--- src/sv/rcnt_pkg.sv ---
`timescale 1ns / 1ps
// ----------------------------------------------------------------------------
// Root counter package
// Shared constants and types for the three-channel root counter: command
// codes, register offsets, mode word bit positions and the operation struct
// broadcast to the timers.
// ----------------------------------------------------------------------------
package rcnt_pkg;

    localparam int NUM_TIMERS = 3;

    // Command codes.
    localparam logic [1:0] CMD_TICK  = 2'd0;
    localparam logic [1:0] CMD_READ  = 2'd1;
    localparam logic [1:0] CMD_WRITE = 2'd2;

    // Register offsets within one timer.
    localparam logic [3:0] REG_COUNT  = 4'd0;
    localparam logic [3:0] REG_MODE   = 4'd4;
    localparam logic [3:0] REG_TARGET = 4'd8;

    // Mode word bit positions.
    localparam int MODE_SYNC_EN     = 0;
    localparam int MODE_SYNC_LO     = 1;
    localparam int MODE_SYNC_HI     = 2;
    localparam int MODE_RESET_TGT   = 3;
    localparam int MODE_IRQ_TGT     = 4;
    localparam int MODE_IRQ_MAX     = 5;
    localparam int MODE_REPEAT      = 6;
    localparam int MODE_TOGGLE      = 7;
    localparam int MODE_CLK_HI      = 9;
    localparam int MODE_IRQ_NOT     = 10;
    localparam int MODE_REACHED_TGT = 11;
    localparam int MODE_REACHED_MAX = 12;

    // Prescale shift for timer 2 when it counts system cycles / 8.
    localparam int PRESCALE_SHIFT = 3;

    // One decoded operation, as seen by every timer.
    typedef struct packed {
        logic        tick;
        logic        rd;
        logic        wr;
        logic [3:0]  offset;
        logic [15:0] data;
        logic [15:0] cycles;
    } rcnt_op_t;

endpackage

--- src/sv/rcnt_timer.sv ---
`timescale 1ns / 1ps
// ----------------------------------------------------------------------------
// Root counter timer
// One 16-bit timer with count, target and mode registers. Applies a tick,
// a register read or a register write when step is high, and reports the
// read data and whether the timer raised its interrupt.
// ----------------------------------------------------------------------------
module rcnt_timer (
    input  logic              clk,
    input  logic              rst_n,
    input  logic              step,
    input  logic              sel,
    input  logic              prescale_capable,
    input  logic              sync_capable,
    input  rcnt_pkg::rcnt_op_t op,
    output logic [15:0]       rd_data,
    output logic              fired
);
    import rcnt_pkg::*;

    logic [15:0] count_reg, count_next;
    logic [15:0] target_reg, target_next;
    logic [15:0] mode_reg, mode_next;
    logic        paused_reg, paused_next;
    logic        fired_reg, fired_next;

    logic [15:0] inc;
    logic [16:0] sum;
    logic [16:0] v_tgt;
    logic [16:0] v_max;
    logic [15:0] m_adv;
    logic        may_irq;
    logic        adv_fire;
    logic [1:0]  wr_sync_sel;

    // Increment: timer 2 may count system cycles divided by eight.
    assign inc = (prescale_capable && mode_reg[MODE_CLK_HI])
                 ? (op.cycles >> PRESCALE_SHIFT) : op.cycles;
    assign sum = {1'b0, count_reg} + {1'b0, inc};
    assign wr_sync_sel = op.data[MODE_SYNC_HI:MODE_SYNC_LO];

    // Tick advance: target and overflow events and the interrupt update.
    always_comb
    begin
        m_adv    = mode_reg;
        may_irq  = 1'b0;
        adv_fire = 1'b0;
        v_tgt    = sum;
        if (sum > {1'b0, target_reg})
        begin
            m_adv[MODE_REACHED_TGT] = 1'b1;
            if (mode_reg[MODE_IRQ_TGT])
            begin
                may_irq = 1'b1;
            end
            if (mode_reg[MODE_RESET_TGT])
            begin
                v_tgt = 17'd0;
            end
        end
        v_max = v_tgt;
        if (v_tgt[16])
        begin
            m_adv[MODE_REACHED_MAX] = 1'b1;
            if (mode_reg[MODE_IRQ_MAX])
            begin
                may_irq = 1'b1;
            end
            if (!mode_reg[MODE_RESET_TGT])
            begin
                v_max = 17'd0;
            end
        end
        if (may_irq)
        begin
            if (mode_reg[MODE_TOGGLE])
            begin
                m_adv[MODE_IRQ_NOT] = ~m_adv[MODE_IRQ_NOT];
            end
            else
            begin
                m_adv[MODE_IRQ_NOT] = 1'b0;
            end
            if (mode_reg[MODE_REPEAT] || !fired_reg)
            begin
                adv_fire = ~m_adv[MODE_IRQ_NOT];
                m_adv[MODE_IRQ_NOT] = 1'b1;
            end
        end
    end

    // Next state for the addressed register or the tick.
    always_comb
    begin
        count_next  = count_reg;
        target_next = target_reg;
        mode_next   = mode_reg;
        paused_next = paused_reg;
        fired_next  = fired_reg;
        rd_data     = 16'd0;
        fired       = 1'b0;
        if (op.tick && !paused_reg)
        begin
            count_next = v_max[15:0];
            mode_next  = m_adv;
            fired      = adv_fire;
            fired_next = fired_reg | adv_fire;
        end
        else if (op.rd && sel)
        begin
            case (op.offset)
                REG_COUNT:  rd_data = count_reg;
                REG_MODE:
                begin
                    rd_data = mode_reg;
                    mode_next[MODE_REACHED_TGT] = 1'b0;
                    mode_next[MODE_REACHED_MAX] = 1'b0;
                end
                REG_TARGET: rd_data = target_reg;
                default:    rd_data = 16'd0;
            endcase
        end
        else if (op.wr && sel)
        begin
            case (op.offset)
                REG_COUNT:  count_next = op.data;
                REG_MODE:
                begin
                    mode_next = op.data;
                    mode_next[MODE_IRQ_NOT] = 1'b1;
                    count_next  = 16'd0;
                    fired_next  = 1'b0;
                    paused_next = sync_capable && op.data[MODE_SYNC_EN]
                                  && (wr_sync_sel == 2'd0 || wr_sync_sel == 2'd3);
                end
                REG_TARGET: target_next = op.data;
                default:    count_next = count_reg;
            endcase
        end
    end

    // Timer state registers.
    always_ff @(posedge clk or negedge rst_n)
    begin
        if (!rst_n)
        begin
            count_reg  <= 16'd0;
            target_reg <= 16'd0;
            mode_reg   <= 16'd0;
            paused_reg <= 1'b0;
            fired_reg  <= 1'b0;
        end
        else if (step)
        begin
            count_reg  <= count_next;
            target_reg <= target_next;
            mode_reg   <= mode_next;
            paused_reg <= paused_next;
            fired_reg  <= fired_next;
        end
    end

endmodule

--- src/sv/three_channel_root_counter.sv ---
`timescale 1ns / 1ps
// ----------------------------------------------------------------------------
// Three-channel root counter
// Three 16-bit timers driven by tick, register read and register write
// transactions on one input channel, with one result per transaction.
// ----------------------------------------------------------------------------
// Usage:
// The input channel (in_valid / in_stall) carries command, timer_index,
// reg_offset, write_data and tick_cycles. A tick adds tick_cycles, or for
// timer 2 possibly tick_cycles / 8, to every running timer; a read returns
// the addressed register on read_data; a write updates the addressed
// register. Every transaction yields exactly one result on out_valid /
// out_stall with read_data and irq_pulse. The transaction is captured in
// the input register at the accepting edge, processed by the timers and
// loaded into the result register once that is free, where out_valid rises.
// Throughput is one transaction per cycle unless the receiver stalls; the
// timer update is a single add and compare per timer between the two
// registers. On a receiver stall the result register holds, an empty input
// register still takes one more transaction, and then in_stall rises until
// the result is taken. Reset clears all timer registers and both stages.
// ----------------------------------------------------------------------------
module three_channel_root_counter (
    input  logic        clk,
    input  logic        rst_n,
    input  logic        in_valid,
    output logic        in_stall,
    input  logic [1:0]  command,
    input  logic [1:0]  timer_index,
    input  logic [3:0]  reg_offset,
    input  logic [15:0] write_data,
    input  logic [15:0] tick_cycles,
    output logic        out_valid,
    input  logic        out_stall,
    output logic [15:0] read_data,
    output logic [2:0]  irq_pulse
);
    import rcnt_pkg::*;

    logic        in_valid_reg;
    logic [1:0]  cmd_reg;
    logic [1:0]  idx_reg;
    logic [3:0]  offset_reg;
    logic [15:0] data_reg;
    logic [15:0] cycles_reg;

    logic        out_valid_reg;
    logic [15:0] read_data_reg, read_data_next;
    logic [2:0]  irq_reg, irq_next;

    logic        out_free;
    logic        step;
    rcnt_op_t    op;
    logic [15:0] rd_lane [NUM_TIMERS];
    logic [NUM_TIMERS-1:0] fire_lane;

    // Pipeline flow control.
    assign out_free = !out_valid_reg || !out_stall;
    assign step     = in_valid_reg && out_free;
    assign in_stall = in_valid_reg && !out_free;

    // Input register.
    always_ff @(posedge clk or negedge rst_n)
    begin
        if (!rst_n)
        begin
            in_valid_reg <= 1'b0;
        end
        else if (!in_stall)
        begin
            in_valid_reg <= in_valid;
        end
    end

    always_ff @(posedge clk)
    begin
        if (in_valid && !in_stall)
        begin
            cmd_reg    <= command;
            idx_reg    <= timer_index;
            offset_reg <= reg_offset;
            data_reg   <= write_data;
            cycles_reg <= tick_cycles;
        end
    end

    // Operation decode shared by all timers.
    always_comb
    begin
        op.tick   = (cmd_reg == CMD_TICK);
        op.rd     = (cmd_reg == CMD_READ);
        op.wr     = (cmd_reg == CMD_WRITE);
        op.offset = offset_reg;
        op.data   = data_reg;
        op.cycles = cycles_reg;
    end

    // The three timers; only timer 2 has prescale and sync pause.
    for (genvar i = 0; i < NUM_TIMERS; i++)
    begin : g_timer
        rcnt_timer u_timer (
            .clk              (clk),
            .rst_n            (rst_n),
            .step             (step),
            .sel              (idx_reg == 2'(i)),
            .prescale_capable (i == 2),
            .sync_capable     (i == 2),
            .op               (op),
            .rd_data          (rd_lane[i]),
            .fired            (fire_lane[i])
        );
    end

    // Merge the timer results; unselected timers return zero.
    always_comb
    begin
        read_data_next = 16'd0;
        for (int i = 0; i < NUM_TIMERS; i++)
        begin
            read_data_next = read_data_next | rd_lane[i];
        end
        irq_next = fire_lane;
    end

    // Result register.
    always_ff @(posedge clk or negedge rst_n)
    begin
        if (!rst_n)
        begin
            out_valid_reg <= 1'b0;
        end
        else if (out_free)
        begin
            out_valid_reg <= in_valid_reg;
        end
    end

    always_ff @(posedge clk)
    begin
        if (step)
        begin
            read_data_reg <= read_data_next;
            irq_reg       <= irq_next;
        end
    end

    assign out_valid = out_valid_reg;
    assign read_data = read_data_reg;
    assign irq_pulse = irq_reg;

    // The input stage only stalls behind a held result.
    a_stall_cause: assert property (@(posedge clk) disable iff (!rst_n)
        in_stall |-> (out_valid && out_stall))
        else $error("input stall without a held result");

    // A result carries read data or interrupts, never both.
    a_result_kind: assert property (@(posedge clk) disable iff (!rst_n)
        out_valid |-> (read_data == 16'd0 || irq_pulse == 3'd0))
        else $error("result has both read data and interrupts");

    // A taken result with nothing pending leaves the output empty.
    a_drain: assert property (@(posedge clk) disable iff (!rst_n)
        (out_valid && !out_stall && !in_valid_reg) |=> !out_valid)
        else $error("result repeated after it was taken");

endmodule
--- config.mk ---
export PLATFORM = sky130hd
export DESIGN_NAME = three_channel_root_counter
export DESIGN_NICKNAME = d
export VERILOG_FILES = /design/src/sv/rcnt_pkg.sv /design/src/sv/rcnt_timer.sv /design/src/sv/three_channel_root_counter.sv
export SDC_FILE = /design/constraint.sdc
export NUM_CORES = 1
export LEC_CHECK = 0
export ABC_AREA = 1
export BUFFER_PORTS_ARGS = -buffer_cell sky130_fd_sc_hd__buf_2
export CORE_MARGIN = 3
export CORE_UTILIZATION = 30
export DETAILED_ROUTE_END_ITERATION = 12
export PLACE_DENSITY_LB_ADDON = 0.15
export SLEW_MARGIN = 10
export SYNTH_ARGS = -nofsm -noshare
export SYNTH_HDL_FRONTEND = slang
export SYNTH_SLANG_ARGS = --single-unit
--- constraint.sdc ---
create_clock -name clk -period 5.5 [get_ports clk]
set_input_delay 0.275 -clock clk [delete_from_list [all_inputs] [get_ports clk]]
set_output_delay 0.275 -clock clk [all_outputs]
set_load 0.01 [all_outputs]
After elaboration in Yosys (flattened, before gate mapping)
Cells that the tools add are included.
{"block": "totals", "mem_bits_rw": 0, "latch_bits": 0, "in_bits": 44, "register_bits": 209, "n_memories": 0, "romBits": 0, "out_inout_bits": 21}
{"block": "classes", "n_addsub": 3, "div": 0, "order_cmp": 3, "n_mul": 0, "n_mux": 94, "bitwise": 16, "shift": 0, "n_eq_ne": 25, "n_reduce_logical": 59}
{"op": "$mux 16", "n": 22}
{"op": "$pmux 16 s3", "n": 3}
{"op": "$mux 13", "n": 9}
{"op": "$mux 17", "n": 6}
{"op": "$reduce_and 5->1", "n": 15}
{"op": "$add 16x16->17", "n": 3}
{"op": "$gt 17x16->1", "n": 3}
{"op": "$mux 1", "n": 46}
{"op": "$mux 11", "n": 3}
{"op": "$or 16x16->16", "n": 2}
{"op": "$pmux 16 s2", "n": 1}
{"op": "$ne 2x1->1 const B", "n": 12}
{"op": "$reduce_and 4->1", "n": 6}
{"op": "$ne 3x2->1 const B", "n": 6}
{"op": "$reduce_bool 3->1", "n": 5}
{"op": "$logic_and 1x1->1", "n": 11}
{"op": "$not 1->1", "n": 11}
{"op": "$reduce_bool 2->1", "n": 5}
{"op": "$logic_not 1->1", "n": 8}
{"op": "$mux 2", "n": 4}
{"op": "$eq 2x2->1 const B", "n": 3}
{"op": "$logic_not 2->1", "n": 3}
{"op": "$logic_or 1x1->1", "n": 5}
{"op": "$eq 2x1->1 const B", "n": 2}
{"op": "4 further kinds", "n": 6}

Longest topological paths before layout
Gate-level depths: netlist (run 1).
{"block": "depth", "ltp_word": 12, "ltp_mapped": 29, "depth_no_buf": 28}

Modules after synthesis
A second synthesis (run 1) with hierarchy kept.
{"block": "unflattened", "cells_unflattened": 1834, "hier_area_um2": 14704.1}
{"module": "rcnt_timer (g_timer[2].u_timer)", "seq_area_each_um2": 1251.2, "cells_each": 568, "instances": 1, "area_per_inst_um2": 4239.1}
{"module": "rcnt_timer (g_timer[0].u_timer)", "seq_area_each_um2": 1251.2, "cells_each": 568, "instances": 1, "area_per_inst_um2": 4214.0}
{"module": "rcnt_timer (g_timer[1].u_timer)", "seq_area_each_um2": 1251.2, "cells_each": 567, "instances": 1, "area_per_inst_um2": 4159.0}
{"module": "three_channel_root_counter", "seq_area_each_um2": 1821.7, "cells_each": 131, "instances": 1, "area_per_inst_um2": 2092.0}

Worst setup path after synthesis (run 1)
Ideal clock, no wire load.
{"block": "synth_timing", "path_kind": "reg2reg", "startpoint": "register g_timer[2].u_timer.mode_reg[9]", "endpoint": "register g_timer[2].u_timer.count_reg[6]", "arrival_ns": 3.626, "setup_time_ns": 0.087, "required_time_ns": 5.413, "path_buffers": 2, "synth_period_minus_slack_ns": 3.713, "path_stages_with_launch": 22, "path_slack_ns": 1.787, "path_cell_list": "dfrtp_1 -> clkinv_1 -> clkbuf_1 -> nand2_1 -> nand2_1 -> ha_1 -> fa_1 -> nand3_1 -> nand2_1 -> nand2_1 -> nand3_1 -> a21oi_1 -> o21bai_1 -> xor2_1 -> ha_1 -> nand2_1 -> nor4_1 -> nand4_2 -> nand3_2 -> buf_4 -> nand3_1 -> a22oi_1"}
{"block": "synth_via", "elab_chain_len": 7}
{"element": "from (decl)", "line_no": "rcnt_timer.sv:23", "rtl": "logic [15:0] mode_reg, mode_next;"}
{"element": "from (signal assigned)", "line_no": "rcnt_timer.sv:157", "rtl": "mode_reg <= mode_next;"}
{"element": "$mux 16 (*)", "line_no": "rcnt_timer.sv:38", "rtl": "? (op.cycles >> PRESCALE_SHIFT) : op.cycles;"}
{"element": "$add 16x16->17 (*)", "line_no": "rcnt_timer.sv:39", "rtl": "assign sum = {1'b0, count_reg} + {1'b0, inc};"}
{"element": "$gt 17x16->1 / $mux 17 (equally long branches)", "line_no": "rcnt_timer.sv:49, rcnt_timer.sv:56"}
{"element": "$mux 17 (*)", "line_no": "rcnt_timer.sv:49", "rtl": "if (sum > {1'b0, target_reg})"}
{"element": "$mux 16", "line_no": "rcnt_timer.sv:69", "rtl": "if (!mode_reg[MODE_RESET_TGT])"}
{"element": "$mux 16 (*)", "line_no": "rcnt_timer.sv:62", "rtl": "if (v_tgt[16])"}
{"element": "$mux 16 (*)", "line_no": "rcnt_timer.sv:102", "rtl": "if (op.tick && !paused_reg)"}
{"element": "to (signal assigned)", "line_no": "rcnt_timer.sv:155", "rtl": "count_reg <= count_next;"}
{"element": "to (decl)", "line_no": "rcnt_timer.sv:21", "rtl": "logic [15:0] count_reg, count_next;"}
Mark *: on every way between the ends. The rest lies on a longest branch, timed or not.
A chain may end at the register's enable or synchronous reset.

Worst setup path after layout (run 1)
{"block": "layout_timing", "startpoint": "register g_timer[2].u_timer.mode_reg[9]", "endpoint": "register g_timer[2].u_timer.count_reg[5]"}
The elaborated chain is that of the path after synthesis.

==> impl_metrics.csv, run 1 <==
group,metric,value,unit
finish,fin_area,15200,µm²
logic_synthesis,synth-seq-area-share,42.5,%
sta,final.setup.tns,0,ns
finish,fin_util,35.8,%
power_and_ir_drop,p_sw,2.72,mW
setup_path,crit_slowest_cell,"dfrtp_1",
logic_synthesis,yosys.area_share.simple,21.2,%
placement,place.gp.congestion,0.901,
floorplanning,rows,75,
global_route,antenna_found_initial,0,
floorplanning,ios,65,
setup_path,end_kind,"register",
setup_path,worstPathArrival,5.08,ns
setup_path,rrSetupSlack,0.91,ns
clock_network,cts_max_level,1,
placement,placed_cell_area,13900,µm²
route,drc_errors,0,
clock_network,cts_tree,"yes",
floorplanning,die_h,214,µm
logic_synthesis,synth_mux_area_share,0,%
logic_synthesis,synth_compound_area_share,16.7,%
sta,period_needed,4.59,ns
finish,drive_gt1_share,9.73,%
clock_network,insertion_delay,0.58,ns
sta,rsz0062_at_grt,"false",
logic_synthesis,syn_nets,1762,
setup_path,crit_path_start_kind,"register",
logic_synthesis,synth_area,13000,µm²
placement,port_buffers,64,
finish,syn_to_final_growth,16.8,%
power_and_ir_drop,comb_power_share,41.3,%
clock_network,numCtsBuffers,26,
floorplanning,core_area,42400,µm²
route,drtIter0Drc,1029,
sta,finalMaxSlewViolations,0,
setup_path,reg2reg_depth,19,
setup_path,path_cells,"clkinv_1 > nand2_1 > nand2_1 > ha_1 > fa_1 > nand3_1 > nand2_1 > nand2_1 > nand3_1 > a21oi_1 > o21bai_1 > xor2_1 > ha_1 > nand2_1 > nor4_1 > nand4_2 > nand3_2 > nand3_1 > a22oi_1",
status,outcome,"finished, final reports clean",
global_route,grt_overflow,0,
setup_path,crit_top_cell,"nand2_1",
global_route,grt_pass1_wl,73100,µm
power_and_ir_drop,power_density,434,nW/µm²
clock_network,clk_pin_slew_worst_paths,0.06,ns
power_and_ir_drop,p_total,6.59,mW
sta,hold_ws,0.186,ns
min_path,min_path_type,"in -> async",
setup_path,required,5.99,ns
route,dr.pass1.iters,7,
power_and_ir_drop,p_leak,6.65,nW
logic_synthesis,ys_warn_count,0,
route,viasPerCell,5.18,
logic_synthesis,synth_top_family_by_area,"simple AND/OR/NAND/NOR gates",
power_and_ir_drop,seqPwrFrac,31.5,%
sta,worst_pin_slew,1.10,ns
floorplanning,dieArea,45900,µm²
route,detail_route.wl_per_cell,21.3,µm
floorplanning,dieWidth,214,µm
setup_path,worstReg2RegStart,"g_timer[2].u_timer.mode_reg[9]",
sta,setup_viol,0,
sta,max_slew_margin,26.8,%
logic_synthesis,synth_fa_ha_area_share,9.70,%
route,vias,11900,
finish,antenna_cells,0,
power_and_ir_drop,p_sw_share,41.3,%
setup_path,critPathCapture,"g_timer[2].u_timer.count_reg[5]",
route,antenna_left,0,
clock_network,clock_path_buffers,3,
setup_path,path_max_fanout,18,
route,drt-total-wl,49100,µm
logic_synthesis,syn_inst,1619,
clock_network,cts_setup_buffers,0,
power_and_ir_drop,p_clk_share,27.2,%
power_and_ir_drop,power.internal,3.87,mW
floorplanning,initial_core_util,30.7,%
global_route,grt_use_total,20.9,%
clock_network,root_buffer,"clkbuf_16",
logic_synthesis,ys_seq_elements,209,
sta,fin_crit_sh,83.5,%
global_route,grt_max_degree,66,
setup_path,slowest_delay,0.59,ns
logic_synthesis,ys_types,49,
global_route,grt_pass1_vias,11200,
job,maxCapViolCount,0,
sta,finalHoldViolations,0,
logic_synthesis,synth-xor-area-share,2.69,%
setup_path,r2r-end,"g_timer[2].u_timer.count_reg[5]",
sta,clock_skew,0.0319,ns
placement,hpwl,36300,µm
logic_synthesis,avgSynthCellArea,8.03,µm²
setup_path,worstSetupPathType,"reg -> reg",
finish,layout.nets,1849,
power_and_ir_drop,vdd_drop_max,245,µV
sta,timing.fmax,218,MHz
clock_network,cts.sinks,209,
setup_path,worstSetupStartpoint,"g_timer[2].u_timer.mode_reg[9]",
worst max-delay path, delay by kind of cell, from the launching register on:
kind            cells  cell delay [ns]
compound gates      3             0.55
xor+xnor            1             0.18
fa+ha+maj           3             0.97
buf+inv             1             0.48
flops               1             0.59
simple gates       11             1.73
power by group through the flow:
stage / combinational [mW] / sequential, mW / clock, mW
2_1_floorplan: 1.91 / 1.99 / 0
3_3_place_gp: 2.63 / 2.09 / 0
3_5_place_dp: 2.64 / 2.09 / 0
4_1_cts: 2.68 / 2.07 / 1.83
5_1_grt: 3.09 / 2.10 / 1.90
6_report: 2.72 / 2.07 / 1.79
worst min-delay path by stage:
stage / end / startpoint / slack [ns] / cells after the start
final: g_timer[0].u_timer.count_reg[3] / rst_n / 0.19 / 2
after global placement: g_timer[0].u_timer.count_reg[6] / rst_n / 0.20 / 1
after CTS: g_timer[0].u_timer.count_reg[4] / rst_n / 0.19 / 2
after detailed placement: g_timer[0].u_timer.count_reg[6] / rst_n / 0.19 / 1
after global routing: g_timer[0].u_timer.count_reg[4] / rst_n / 0.21 / 2
after floorplan: g_timer[0].u_timer.count_reg[0] / rst_n / -0.02 / 0
cell usage in the layout (no fill, tap or decap), types with 10 or more instances in the layout:
master,instances
nand3_1,96
buf_2,63
nor2_1,127
xnor2_1,10
o221ai_1,27
a22oi_1,20
dlygate4sd3_1,43
a21oi_1,126
nand2_1,373
inv_1,156
ha_1,96
nor3_1,24
dfrtp_1,150
edfxtp_1,59
o21ai_1,40
o21ai_0,102
xor2_1,30
inv_2,29
a31oi_1,22
clkbuf_16,26
area by class of cell:
| cell class | count | area (µm²) |
|---|---|---|
| Sequential cell | 209 | 5530 |
| Clock buffer | 37 | 732 |
| Clock inverter | 11 | 155 |
| Timing Repair Buffer | 114 | 810 |
| Fill cell | 4577 | 27200 |
| Inverter | 186 | 698 |
| Multi-Input combinational cell | 1169 | 6550 |
| Tap cell | 577 | 722 |
synthesized netlist by cell type (all sizes together):
library cell  instances  area [µm²]
o211ai                4        30.0
nor2                141         582
a31o                  2        17.5
and2                  1        6.26
or2                   1        6.26
a21boi                1        7.51
dfrtp               150        3750
o21ai               142         711
nor4                  4        25.0
clkbuf               35         131
o21a                  3        22.5
ha                   96        1200
a31oi                22         138
inv                 185         694
buf                  20         114
xnor2                10        87.6
a21oi               128         656
a211o                 1        8.76
a211oi                5        42.5
edfxtp               59        1770
xor2                 30         263
o31ai                 1        7.51
nand3b                1        7.51
o221ai               27         236
o41ai                 1        8.76
o21bai                8        60.1
a221oi                2        17.5
a22oi                20         150
a21o                  8        60.1
nand2               373        1400
clkinv                1        3.75
nor3                 28         166
fa                    3        60.1
nand4                 7        50.1
nand3                99         510
logic make-up (layout without fill, tap and decap cells):
group / after synthesis / in the layout
AO/OA/AOI/OAI: 375 / 375
XOR/XNOR: 40 / 40
adder cells (fa/ha/maj): 99 / 99
buffers and inverters: 241 / 348
flip-flops: 209 / 209
AND/OR/NAND/NOR: 655 / 655
stage by stage:
| step | setup WS [ns] | instances |
|---|---|---|
| 2_1_floorplan | 1.79 | 1619 |
| 3_3_place_gp | 1.17 | 2212 |
| 3_5_place_dp | 0.984 | 2212 |
| 4_1_cts | 0.985 | 2303 |
| 5_1_grt | 0.445 | 2303 |
| 6_report | 0.908 | 2303 |
per-layer routing:
metal | track usage [%] | routed length (µm) | vias to the layer above
met5 | 0 | 0 | -
met4 | 5.88 | 1500 | 0
met3 | 3.23 | 3210 | 69
met2 | 31.0 | 20700 | 424
met1 | 31.4 | 23700 | 5773
li1 | - | - | 5659
repair_timing:
action / CTS / global route
hold buffers: 43 / 0
resized for setup: 0 / 0
endpoints found under the setup margin: 0 / 0
endpoints found under the hold margin: 74 / 0
No activity file was read; power rests on OpenSTA's default activity.
==> run 2, diff against run 1 <==
--- a/config.mk
+++ b/config.mk
@@ -5,7 +5,7 @@
 export SDC_FILE = /design/constraint.sdc
 export NUM_CORES = 1
 export LEC_CHECK = 0
-export ABC_AREA = 1
+export ABC_AREA = 0
 export BUFFER_PORTS_ARGS = -buffer_cell sky130_fd_sc_hd__buf_2
 export CORE_MARGIN = 3
 export CORE_UTILIZATION = 30
==> constraint.sdc (replaced) <==
create_clock -name clk -period 3.9 [get_ports clk]
set_input_delay 0.195 -clock clk [delete_from_list [all_inputs] [get_ports clk]]
set_output_delay 0.195 -clock clk [all_outputs]
set_load 0.01 [all_outputs]
==> run 2 against run 1 <==
The run now ends with setup timing left. Largest power group unchanged. Non-clock buffer count up 180. Synthesized cell count down 22%. Flip-flop and latch count unchanged. Global-route usage down 0.52 points. Synthesized area up 1.2%. Highest routed layer unchanged.
==> impl_metrics.csv, run 2 <==
group,metric,value,unit
setup_path,path_max_fanout,8,
finish,fin_util,40.6,%
logic_synthesis,post_synth_main_area_contributors,"dfrtp_1 (29%), edfxtp_1 (13%), mux2_2 (12%)",
logic_synthesis,yosysTopAreaCell,"dfrtp_1",
global_route,grt_max_degree,91,
finish,seqCellArea,5530,µm²
sta,hold_ws,0.312,ns
route,vias,11100,
global_route,grt_pass1_wl,72400,µm
logic_synthesis,syn_nets,1411,
min_path,min_path_type,"in -> async",
route,detail_route.wl_per_cell,22.6,µm
floorplanning,core_area,43200,µm²
setup_path,crit_slowest_cell,"a311oi_4",
power_and_ir_drop,vdd_drop_max,382,µV
sta,timing.fmax,238,MHz
route,drt-total-wl,48000,µm
clock_network,root_buffer,"clkbuf_16",
setup_path,worstSetupPathType,"reg -> reg",
global_route,antenna_found_initial,2,
clock_network,cts_tree,"yes",
clock_network,clk_pin_slew_worst_paths,0.06,ns
sta,rsz0062_at_grt,"true",
global_route,grt_overflow,0,
logic_synthesis,synth_edf_count,59,
floorplanning,ios,65,
finish,layout_common_cells,"buf_4 (162), dfrtp_1 (149), mux2_2 (142)",
route,drc_errors,0,
floorplanning,die_h,215,µm
sta,clock_skew,0.0160,ns
placement,port_buffers,64,
power_and_ir_drop,power_density,602,nW/µm²
sta,worst_pin_slew,1.06,ns
setup_path,path_cells,"buf_6 > ha_4 > fa_2 > a211oi_2 > buf_4 > o211ai_4 > buf_6 > and2_4 > a31oi_4 > xnor2_2 > ha_1 > nand2_2 > nor3_2 > a211o_1 > a211o_1 > a311oi_4 > clkbuf_16 > a22oi_1 > a21oi_1",
finish,antenna_cells,0,
clock_network,insertion_delay,0.54,ns
sta,fin_crit_sh,108,%
floorplanning,initial_core_util,30.5,%
setup_path,end_kind,"register",
logic_synthesis,synth-seq-area-share,42.0,%
clock_network,numCtsBuffers,24,
sta,period_needed,4.21,ns
job,maxCapViolCount,0,
placement,hpwl,34000,µm
floorplanning,rows,76,
clock_network,cts_max_level,1,
route,drtIter0Drc,675,
setup_path,crit_path_start_kind,"register",
logic_synthesis,ys_types,79,
route,viasPerCell,5.22,
placement,place.gp.congestion,0.904,
finish,multi_input_area,7860,µm²
logic_synthesis,synth_common_cells,"dfrtp_1 (150), mux2_2 (145), a21oi_1 (96), ha_1 (96), inv_1 (77)",
clock_network,clock_path_buffers,3,
finish,layout.nets,1662,
clock_network,cts.sinks,209,
setup_path,slowest_delay,0.43,ns
setup_path,cp.buffers_inverters,4,
finish,mostFrequentLayoutCell,"buf_4",
floorplanning,dieWidth,215,µm
finish,final.fill_count,4294,
logic_synthesis,avgSynthCellArea,10.4,µm²
setup_path,cp_top_family,"compound AO/OA/AOI/OAI gates",
logic_synthesis,async_flop_share,71.8,%
status,violations,"setup timing",
logic_synthesis,yosysMostFrequentCell,"dfrtp_1",
logic_synthesis,synth_ff_type,"dfrtp_1",
logic_synthesis,yosysTopAreaCellShare,28.5,%
global_route,grt_pass1_vias,11700,
sta,fin_ws,-0.309,ns
logic_synthesis,synth_area,13200,µm²
sta,finalMaxSlewViolations,0,
setup_path,required,4.35,ns
finish,drive_gt1_share,37.0,%
logic_synthesis,ys_warn_count,0,
route,antenna_left,0,
setup_path,worstPathArrival,4.66,ns
sta,max_slew_margin,29.5,%
floorplanning,dieArea,46400,µm²
global_route,grt_use_total,20.4,%
power_and_ir_drop,p_leak,7.30,nW
status,outcome,"complete, but fails checks",
sta,setup_viol,60,
finish,syn_to_final_growth,33.2,%
logic_synthesis,syn_inst,1268,
route,dr.pass1.iters,5,
sta,finalHoldViolations,0,
logic_synthesis,ys_seq_elements,209,
## run 2: cell types whose count changed after synthesis, moves of 18 or more
cell | previous run | this run
nand2_1 | 373 | 58
a22oi_1 | 20 | 75
a21oi_1 | 126 | 96
nor2_1 | 130 | 76
o21ai_0 | 102 | 57
xor2_1 | 30 | 12
nand3_1 | 96 | 28
inv_1 | 157 | 77
inv_2 | 28 | 0
o21ai_1 | 40 | 5
clkbuf_1 | 35 | 58
mux2_2 | 0 | 145
o221ai_1 | 27 | 1
## run 2: cells by family (layout without fill, tap and decap cells)
logic type               Yosys count  count (layout)  synth area share, %
multiplexers                     147             147                 12.6
AND/OR/NAND/NOR                  257             257                 9.80
XOR/XNOR                          36              36                 2.40
AO/OA/AOI/OAI                    374             374                 19.3
adder cells (fa/ha/maj)           99              99                 9.58
flip-flops                       209             209                 42.0
buffers and inverters            146             415                 4.43
## run 2: where the power goes
group	leakage (nW)	total, mW	switching [mW]	internal (mW)
Combinational	4.41	5.30	2.66	2.63
Clock	0.400	2.40	0.967	1.43
Sequential	2.50	2.87	0.323	2.55
Total	7.30	10.6	3.95	6.61
## run 2: per-stage QoR
step / cell area (µm²) / instances / setup slack (ns) / setup TNS (ns) / power [mW]
after CTS: 17100 / 2116 / -0.285 / -12.72 / 10.2
after detailed placement: 15300 / 2004 / -0.494 / -23.07 / 7.25
final: 17500 / 2122 / -0.309 / -13.32 / 10.6
after global placement: 15300 / 2004 / -0.437 / -19.74 / 7.24
after floorplan: 13300 / 1268 / 0.00544 / 0 / 5.48
after global routing: 17500 / 2122 / -0.454 / -23.55 / 11.3
## run 2: metal layers
layer | global-route usage, % | routed length (µm) | share of wire [%]
met1 | 25.9 | 20700 | 43
met2 | 36.2 | 23900 | 50
met3 | 2.42 | 1830 | 3.8
met4 | 6.30 | 1490 | 3.1
met5 | 0 | 0 | 0
## run 2: area by class of cell
type                       instances  share of cell area, %
inverter                          77                   1.65
sequential                       209                   31.5
multi-input combinational        913                   44.8
tap                              585                   4.17
clock inverter                    11                  0.785
clock buffer                      33                   3.91
timing repair buffer             294                   13.2
## run 2: worst register-to-register path, delay by kind of cell (launching register included)
| family | cells | cell delay, ns |
|---|---|---|
| AO/OA/AOI/OAI | 8 | 1.75 |
| XOR/XNOR | 1 | 0.10 |
| adder cells (fa/ha/maj) | 3 | 0.85 |
| buffers and inverters | 4 | 0.70 |
| flip-flops | 1 | 0.41 |
| AND/OR/NAND/NOR | 3 | 0.33 |
## run 2: final timing paths
kind                       cells past startpoint                      startpoint                                end  slack [ns]
setup / recovery                              19                   cycles_reg[0]    g_timer[1].u_timer.count_reg[8]       -0.31
hold reg to reg                                1  g_timer[0].u_timer.mode_reg[2]     g_timer[0].u_timer.mode_reg[2]        0.50
setup reg to reg                              19                   cycles_reg[0]    g_timer[1].u_timer.count_reg[8]       -0.31
max in group asynchronous                      3                           rst_n  g_timer[0].u_timer.target_reg[13]        2.69
hold / removal                                 2                           rst_n     g_timer[2].u_timer.mode_reg[1]        0.31
min in group clk                               2                   write_data[7]                        data_reg[7]        0.36
## run 2: timing repair
item,in CTS,in global routing
pin swaps,60,81
buffers inserted,24,10
hold buffers,44,0
hold endpoints to repair,131,0
resized for setup,76,79
endpoints found under the setup margin,60,60
cloned,1,1
==> run 3, diff against run 2 <==
--- a/config.mk
+++ b/config.mk
@@ -11,6 +11,7 @@
 export CORE_UTILIZATION = 30
 export DETAILED_ROUTE_END_ITERATION = 12
 export PLACE_DENSITY_LB_ADDON = 0.15
+export SKIP_LAST_GASP = 1
 export SLEW_MARGIN = 10
 export SYNTH_ARGS = -nofsm -noshare
 export SYNTH_HDL_FRONTEND = slang
==> run 3 against run 2 <==
The flow still finishes with violations (setup timing). Global-route usage is the same. Critical path depth shrank 2. Clock skew grew 0.00085 ns. Core utilization shrank 0.33 points. Sequential power is essentially flat. Routed wire length shrank 0.28%. Worst setup slack lost 0.044 ns. Worst hold slack lost 0.0069 ns. Die area is the same. Design area shrank 0.82%. Non-clock buffer count is the same. Maximum frequency shrank 1.0%. Largest cell class unchanged. Largest power group unchanged. Highest routed layer unchanged.
==> impl_metrics.csv, run 3 (synthesis gave the netlist of run 2 again) <==
group,metric,value,unit
power_and_ir_drop,power_density,603,nW/µm²
floorplanning,initial_core_util,30.5,%
clock_network,insertion_delay,0.54,ns
setup_path,required,4.36,ns
power_and_ir_drop,vdd_drop_max,383,µV
floorplanning,rows,76,
setup_path,rrSetupSlack,-0.35,ns
sta,rsz0062_at_grt,"true",
finish,mostFrequentLayoutCell,"buf_4",
route,antenna_left,0,
placement,hpwl,34000,µm
finish,layout.nets,1662,
sta,worst_pin_slew,1.07,ns
floorplanning,dieArea,46400,µm²
setup_path,path_max_fanout,8,
finish,drive_gt1_share,36.0,%
floorplanning,core_area,43200,µm²
clock_network,clk_pin_slew_worst_paths,0.06,ns
route,drtIter0Drc,743,
setup_path,worstSetupPathType,"reg -> reg",
power_and_ir_drop,p_leak,7.27,nW
global_route,antenna_found_initial,2,
finish,fin_area,17400,µm²
global_route,grt_max_degree,91,
floorplanning,dieWidth,215,µm
floorplanning,ios,65,
placement,dp_slack,-0.494,ns
placement,placed_cell_area,15300,µm²
setup_path,slowest_delay,0.47,ns
sta,max_slew_margin,29.0,%
clock_network,cts_max_level,1,
setup_path,worstReg2RegStart,"cycles_reg[1]",
setup_path,crit_top_cell,"a211o_1",
clock_network,cts.sinks,209,
sta,clock_skew,0.0169,ns
route,drc_errors,0,
global_route,grt_overflow,0,
setup_path,cp_top_family,"compound AO/OA/AOI/OAI gates",
min_path,min_path_type,"in -> async",
global_route,grt_use_total,20.4,%
floorplanning,die_h,215,µm
setup_path,crit_path_start_kind,"register",
job,maxCapViolCount,0,
placement,port_buffers,64,
sta,finalMaxSlewViolations,0,
setup_path,r2r-end,"g_timer[1].u_timer.count_reg[9]",
global_route,grt_pass1_wl,72400,µm
setup_path,reg2reg_depth,17,
placement,place.gp.congestion,0.904,
setup_path,crit_slowest_cell,"a2111o_1",
status,outcome,"complete, but fails checks",
setup_path,end_kind,"register",
status,violations,"setup timing",
global_route,grt_pass1_vias,11700,
finish,layout_common_cells,"buf_4 (172), dfrtp_1 (150), mux2_2 (143)",
finish,syn_to_final_growth,32.2,%
sta,hold_ws,0.305,ns
setup_path,path_cells,"buf_4 > ha_4 > a211oi_2 > o21ai_2 > a2111o_1 > a31o_1 > a211o_1 > and2_4 > ha_4 > nand2_4 > nor3_1 > a211o_1 > a211o_1 > a311oi_4 > clkbuf_16 > a22oi_1 > a21oi_1",
sta,setup_viol,60,
sta,period_needed,4.25,ns
route,viasPerCell,5.23,
setup_path,cp.buffers_inverters,2,
sta,finalHoldViolations,0,
clock_network,clock_path_buffers,3,
sta,final.setup.tns,-14.35,ns
sta,fin_crit_sh,109,%
sta,timing.fmax,235,MHz
route,detail_route.wl_per_cell,22.5,µm
route,dr.pass1.iters,5,
clock_network,root_buffer,"clkbuf_16",
route,vias,11100,
setup_path,worstPathArrival,4.71,ns
sta,fin_ws,-0.353,ns
route,drt-total-wl,47900,µm
clock_network,cts_tree,"yes",
clock_network,numCtsBuffers,24,
==> run 3: layout make-up <==
type / count / area [µm²]
Sequential cell: 209 / 5530
Clock buffer: 33 / 686
Clock inverter: 11 / 138
Multi-Input combinational cell: 913 / 7750
Fill cell: 4310 / 25800
Tap cell: 585 / 732
Antenna cell: 1 / 2.50
Inverter: 77 / 289
Timing Repair Buffer: 294 / 2270
==> run 3: stage by stage <==
stage,instances,power (mW),utilization (%)
2_1_floorplan,1268,5.48,-
3_5_place_dp,2004,7.25,35.3
5_1_grt,2123,11.2,40.3
4_1_cts,2116,10.2,39.4
3_3_place_gp,2004,7.24,35.3
6_report,2123,10.5,40.3
==> run 3: report_power, final <==
group | total [mW] | internal, mW | leakage (nW) | switching, mW
Combinational | 5.22 | 2.59 | 4.37 | 2.63
Clock | 2.39 | 1.43 | 0.400 | 0.963
Sequential | 2.87 | 2.55 | 2.50 | 0.321
==> run 3: how the worst max path moves through the flow <==
| stage | startpoint | endpoint | cells after the start |
|---|---|---|---|
| after detailed placement | cycles_reg[1] | irq_pulse[0] | 17 |
| after CTS | cycles_reg[0] | g_timer[2].u_timer.count_reg[12] | 20 |
| final | cycles_reg[1] | g_timer[1].u_timer.count_reg[9] | 17 |
| after global placement | cycles_reg[1] | irq_pulse[1] | 15 |
| after floorplan | cycles_reg[1] | g_timer[1].u_timer.count_reg[0] | 16 |
| after global routing | cycles_reg[5] | g_timer[1].u_timer.mode_reg[10] | 18 |
==> run 3: repair_timing <==
action,CTS,global route
gates resized for setup,70,53
endpoints found under the hold margin,131,0
pin swaps,59,55
cloned,1,1
buffers inserted,24,7
hold buffers,44,0
endpoints found under the setup margin,60,60
==> run 3: routing by layer <==
layer	track usage [%]	share of wire, %
met2	36.2	50
met4	6.28	2.8
met1	25.9	44
met3	2.39	3.7
met5	0	0
